$ cat config.mk
export PLATFORM = sky130hd
export DESIGN_NAME = ppne_fifo
export DESIGN_NICKNAME = d
export VERILOG_FILES = /design/src/rtl/core/ppne_fifo.sv
export SDC_FILE = /design/constraint.sdc
export NUM_CORES = 1
export LEC_CHECK = 0
export ABC_AREA = 1
export BUFFER_PORTS_ARGS = -buffer_cell sky130_fd_sc_hd__buf_2
export CORE_UTILIZATION = 53
export CTS_CLUSTER_DIAMETER = 150
export DETAILED_ROUTE_END_ITERATION = 7
export PLACE_DENSITY = 0.8
export SYNTH_ARGS = -nofsm -noshare
export SYNTH_HDL_FRONTEND = slang
export SYNTH_SLANG_ARGS = --single-unit
export TNS_END_PERCENT = 30
$ cat constraint.sdc
create_clock -name clk -period 2.3 [get_ports clk]
set_clock_uncertainty 0.05 [all_clocks]
set_input_delay 0.23 -clock clk [delete_from_list [all_inputs] [get_ports clk]]
set_output_delay 0.23 -clock clk [all_outputs]
set_load 0.005 [all_outputs]
$ cat src/rtl/core/ppne_fifo.sv
// short queue between front and back
// depends on nothing but its parameters
module ppne_fifo #(
    parameter int WIDTH = 8
) (
    input  logic             clk,
    input  logic             rst_n,
    input  logic             in_valid,
    output logic             in_ready,
    input  logic [WIDTH-1:0] in_data,
    output logic             out_valid,
    input  logic             out_ready,
    output logic [WIDTH-1:0] out_data
);
    logic [WIDTH-1:0] mem_reg [2];
    logic             wp_reg, rp_reg;
    logic [1:0]       cnt_reg;

    assign in_ready  = cnt_reg != 2'd2;
    assign out_valid = cnt_reg != 2'd0;
    assign out_data  = mem_reg[rp_reg];

    always_ff @(posedge clk or negedge rst_n)
    begin
        if (!rst_n)
        begin
            wp_reg  <= 1'b0;
            rp_reg  <= 1'b0;
            cnt_reg <= 2'd0;
        end
        else
        begin
            if (in_valid && in_ready)
                wp_reg <= ~wp_reg;
            if (out_valid && out_ready)
                rp_reg <= ~rp_reg;
            cnt_reg <= cnt_reg + 2'(in_valid && in_ready) - 2'(out_valid && out_ready);
        end
    end

    always_ff @(posedge clk)
    begin
        if (in_valid && in_ready)
            mem_reg[wp_reg] <= in_data;
    end
endmodule

==> results.md, run 1 <==
* Final #Nets at 113
* Total iterations of the first detailed-routing run at 4
* Clk root buf: clkbuf_4
* RR Endpoint: mem_reg[1][1]
* R2r worst-path depth at 3
* Routed Wire Length at 1.39 mm
* Util after Layout at 0.726
* DR WL/cell at 12.3 um
* Antenna violations before repair at 0
* P&R area growth vs syn at 21.1%
* Final WS setup at between 0.7 and 0.8 ns
* CTS buffer count at 3
* Vias/cell at 5.03
* Synth cell types at 12
* CTS H-tree depth at 1
* CTS sink cnt at 20
* Site Rows at 13
* Worst-Margin Slew at 0.628 ns
* Final period demand of the worst path at 1.57 ns
* PD cells at between 1000 and 1500 mW/mm2
* Clk_lat worst skew at 0.28 ns
* Largest register FFs at 16
* First-iteration detailed-routing DRC count at 11
* Status: finished, final reports clean
* Antenna-violating nets left at 0
* Setup TNS Final at 0 ns
* Remaining Overflow, GRT at 0
* WS Path Type: flop to primary output
* Sequential fraction of the synthesis area at 0.701
* Worst Path Required at 2.02 ns
* First-pass GRT wire length at 2.42 mm
* Nature of the critical path startpoint: flop
* RSZ-0062 raised after global routing: false
* Hold buffer count at cts at 1
* Max Slew Vio Count at 0
* Hold Violations, Final at 0
* Post-DP HPWL at 1.03 mm
* Max-Slew Margin vs Limit at 0.579
* Initial core utilization at 0.599
* Chip height at 41.5 um
* Hold Crit Depth at 1
* Vias at ~570
* Synth warn at 0
* Net Count, Synth at 87
* Hold_sp: in_data[5]
* Area of the core at 0.00138 mm2
* Crit share post-route at 0.682
* Worst setup EP type: primary output
* Share of cells above drive strength 1 at 0.327
* Crit path cell chain: inv_4, nand2_1, nand2_1, buf_2
* Fmax at between 600 and 700 MHz
* Critical path arrival at 1.29 ns
* Cell area after synthesis at 828 um2
* Max Cap Violations at 0
* I/O pin total at 22
* Hold WC Path Type: input port to flop
* Crit path max fanout at 10
* Slowest cell on the critical path: dfrtp_1
* Final setup vio count at 0
* Biggest cell delay along the critical path at 0.59 ns
* Placement-stage worst setup slack at 0.798 ns
* CTS tree: done
* Die ar. at 0.00172 mm2
* Layout fillers at 98
* Setup slack, reg-to-reg at 0.81 ns
* Peak VDD IR at ~0.79 mV
* R2R Path Start: cnt_reg[1]
* Leak at 0.491 nW
* #FFs+latches synth at 20
* Syn avg cell area at 11.3 um2
* # resized after CTS at 0
* Max clock buf depth at 2
* Port buffer count at 21
* Syn Inst Count at 73
* CTS clk-pin slew, worst paths at 0.11 ns
* Setup Buffers After CTS at 0
* DRC Markers at 0
* Tot GR Track Use at 0.192
* GPL Wtd Cong at 0.732
* Hold Path Sink: mem_reg[0][5]
* # diodes at 0
* Die W at 41.5 um
* Pin count of the biggest net entering global routing at 13
* CP most frequent cell: nand2_1
* Vias in the first global route at 578
synthesized netlist by cell type:
master / number / share of area
nand3_1: 3 / 0.018
ha_1: 2 / 0.030
dfrtp_1: 4 / 0.12
buf_6: 1 / 0.014
nand2_1: 32 / 0.15
inv_4: 1 / 0.0076
nor2_1: 1 / 0.0045
inv_1: 7 / 0.032
nand2_2: 4 / 0.030
edfxtp_1: 16 / 0.58
inv_2: 1 / 0.0045
nand2_4: 1 / 0.014
per-stage QoR:
step	instance area (um2)	power, W	std cells	hold slack [ns]
floorplan	828	0.000837	73	-0.116
global placement	941	0.000960	108	-0.00957
detailed placement	941	0.000989	108	-0.00880
CTS	1000	0.00127	113	0.0522
global route	1000	0.00134	113	0.0415
finish	1000	0.00125	113	0.0645
worst max path at each step:
stage | from | to | slack [ns]
global placement | cnt_reg[1] | mem_reg[1][6] | 0.83
CTS | rp_reg | out_data[6] | 0.72
detailed placement | cnt_reg[1] | mem_reg[1][2] | 0.80
global route | rp_reg | out_data[6] | 0.65
finish | rp_reg | out_data[7] | 0.73
floorplan | cnt_reg[0] | cnt_reg[1] | 0.94
critical path, delay by kind of cell, from the launching register on:
family	cells	cell delay, ns
buffers and inverters	2	0.25
AND/OR/NAND/NOR	2	0.15
flip-flops	1	0.59
metal layers:
layer	track usage	vias to the layer above	wire length (um)
met5	0	-	0
met4	0.0516	0	9
met3	0.0870	4	88
met2	0.331	20	726
met1	0.213	263	565
li1	-	281	-
placed cells by master (no fill, tap or decap):
cell,Yosys,final
nand2_4,1,1
inv_2,1,1
ha_1,2,2
nand2_2,4,4
dfrtp_1,4,4
inv_1,7,7
edfxtp_1,16,16
dlygate4sd3_1,0,1
nand3_1,3,3
buf_2,0,21
bufinv_16,0,1
nor2_1,1,1
inv_4,1,1
clkbuf_4,0,3
nand2_1,32,32
area by class of cell:
cell class                      count  area [um2]  share of cell area
Clock buffer                        3        22.5              0.0224
Clock inverter                      1        30.0              0.0299
Inverter                            9        36.3              0.0362
Multi-Input combinational cell     43         200               0.200
Sequential cell                    20         581               0.579
Tap cell                           15        18.8              0.0187
Timing Repair Buffer               22         115               0.115
logic make-up (layout without fill, tap and decap cells):
kind of cell,Yosys count,after routing,share of synthesized area
flops,20,20,0.701
simple gates,41,41,0.211
buf+inv,10,35,0.0574
fa+ha+maj,2,2,0.0302
where the power goes:
part / total (W) / switching (W) / leakage (nW) / internal [W]
clock: 0.000275 / 0.0000992 / 0.0279 / 0.000176
combinational: 0.000411 / 0.000250 / 0.266 / 0.000161
sequential: 0.000566 / 0.0000623 / 0.197 / 0.000503
total: 0.00125 / 0.000412 / 0.491 / 0.000841
No activity file was read; power rests on OpenSTA's default activity.
==> run 2, diff against run 1 <==
CORE_UTILIZATION = 44   (was 53)
PLACE_DENSITY = 0.71   (was 0.8)
clock period = 1.4 ns   (was 2.3 ns; I/O delays follow)
==> run 2 against run 1 <==
Critical path depth up 5. Power up 61%. Sequential share of layout area down 6.1 points. Non-clock buffer count up 11. Utilization down 8.2 points. Flip-flop and latch count unchanged. Wire length up 1.3%.
==> results.md, run 2 (synthesized netlist as in run 1, its figures left out) <==
* Worst setup EP type: flop
* Max clock buf depth at 2
* First-pass GRT wire length at 2.21 mm
* Setup slack, reg-to-reg at 0.02 ns
* Antenna-violating nets left at 0
* Max Cap Violations at 0
* DRC Markers at 0
* Worst-Margin Slew at 0.333 ns
* P&R area growth vs syn at 35.6%
* Largest register FFs at 16
* # diodes at 0
* Fmax at slightly above 700 MHz
* DR WL/cell at 10.5 um
* RSZ-0062 raised after global routing: true
* Vias in the first global route at 551
* Worst Path Required at 1.54 ns
* Clk root buf: clkbuf_4
* Crit path cell chain: inv_2, nand2_2, nand2_2, inv_2, ha_4, inv_2, ha_4, nand3_2, nand2_1
* Final WS setup at 0.0193 ns
* Post-DP HPWL at 930 um
* CTS tree: done
* Worst path buffer plus inverter count at 3
* Placement-stage worst setup slack at -0.0420 ns
* Die ar. at 0.00206 mm2
* Routed Wire Length at 1.41 mm
* CTS sink cnt at 20
* Total iterations of the first detailed-routing run at 3
* Biggest cell delay along the critical path at 0.43 ns
* CTS H-tree depth at 1
* Antenna violations before repair at 0
* Area of the core at between 0.0015 and 0.002 mm2
* Final #Nets at 124
* Final setup vio count at 0
* Max-Slew Margin vs Limit at 0.778
* Slowest cell on the critical path: dfrtp_1
* Layout fillers at roughly 150
* Crit. path cell count at 9
* Share of cells above drive strength 1 at 0.385
* CP most frequent cell: inv_2
* Vias/cell at 4.43
* GPL Wtd Cong at 0.672
* Clk_lat worst skew at 0.29 ns
* Hold WC Path Type: input port to flop
* Pin count of the biggest net entering global routing at 12
* Leading cell types in the layout, fill and taps excluded: nand2_1 (32), buf_2 (21), edfxtp_1 (16)
* DP Area at 968 um2
* Remaining Overflow, GRT at 0
* Leak at 0.522 nW
* Final period demand of the worst path at 1.38 ns
* Die W at 45.4 um
* Initial core utilization at 0.475
* R2r worst-path depth at 9
* PD cells at between 1500 and 2000 mW/mm2
* Util after Layout at 0.644
* Critical path arrival at 1.52 ns
* WS Path Type: flop to flop
* CTS buffer count at 3
* Nature of the critical path startpoint: flop
* Site Rows at 15
* Family with the most delay on the worst path: flip-flops
* Tot GR Track Use at 0.159
* Hold Crit Depth at 3
* CTS clk-pin slew, worst paths at roughly 0.10 ns
* I/O pin total at 22
* First-iteration detailed-routing DRC count at 8
* Crit share post-route at 0.986
* Crit path max fanout at 3
* Peak VDD IR at 1.20 mV
* Most common cell after layout, fill and taps aside: nand2_1
* Vias at 593
* Chip height at between 40 and 50 um
* Hold Violations, Final at 0
* Post-route cell area at 0.00112 mm2
* Status: finished, final reports clean
* Port buffer count at 21
* Max Slew Vio Count at 0
[run 2: timing repair]
item / CTS / global route
endpoints found under the setup margin: 9 / 8
pin swaps: 0 / 5
endpoints found under the hold margin: 20 / 0
hold buffers: 9 / 0
setup buffers: 0 / 1
gates resized for setup: 2 / 7
[run 2: per-layer routing]
layer	wire, um	track usage
met1	602	0.184
met2	738	0.266
met3	55	0.0278
met4	12	0.109
met5	0	0
[run 2: path summary, 6_finish.rpt]
| check | from | to |
|---|---|---|
| min in group asynchronous | rst_n | rp_reg |
| worst max-delay path | cnt_reg[1] | cnt_reg[1] |
| worst max register to register | cnt_reg[1] | cnt_reg[1] |
| max in group asynchronous | rst_n | rp_reg |
| worst min register to register | wp_reg | wp_reg |
| worst min-delay path | out_ready | rp_reg |
[run 2: layout make-up]
class | count | area (um2) | share of cell area
tap | 25 | 31.3 | 0.0278
inverter | 9 | 36.3 | 0.0323
sequential | 20 | 582 | 0.518
clock inverter | 1 | 3.75 | 0.00334
multi-input combinational | 43 | 230 | 0.205
clock buffer | 3 | 22.5 | 0.0200
timing repair buffer | 33 | 218 | 0.194
[run 2: through the flow]
step	hold slack (ns)	std cells	setup TNS (ns)	power, W
finish	0.0572	134	0	0.00202
global route	0.0578	134	-0.105	0.00219
CTS	0.0468	133	-0.0357	0.00194
detailed placement	-0.0995	120	-0.0420	0.00164
global placement	-0.0990	120	0	0.00161
floorplan	-0.206	73	0	0.00138
[run 2: report_power, final]
| part | leakage (nW) | total, W | switching (W) | internal (W) |
|---|---|---|---|---|
| registers | 0.196 | 0.000940 | 0.000111 | 0.000830 |
| logic | 0.311 | 0.000810 | 0.000440 | 0.000369 |
| clock network | 0.0154 | 0.000268 | 0.000165 | 0.000104 |
[run 2: tightest hold or removal path, delay by kind of cell]
family                 cells  cell delay, ns
AND/OR/NAND/NOR            2            0.14
buffers and inverters      1            0.09
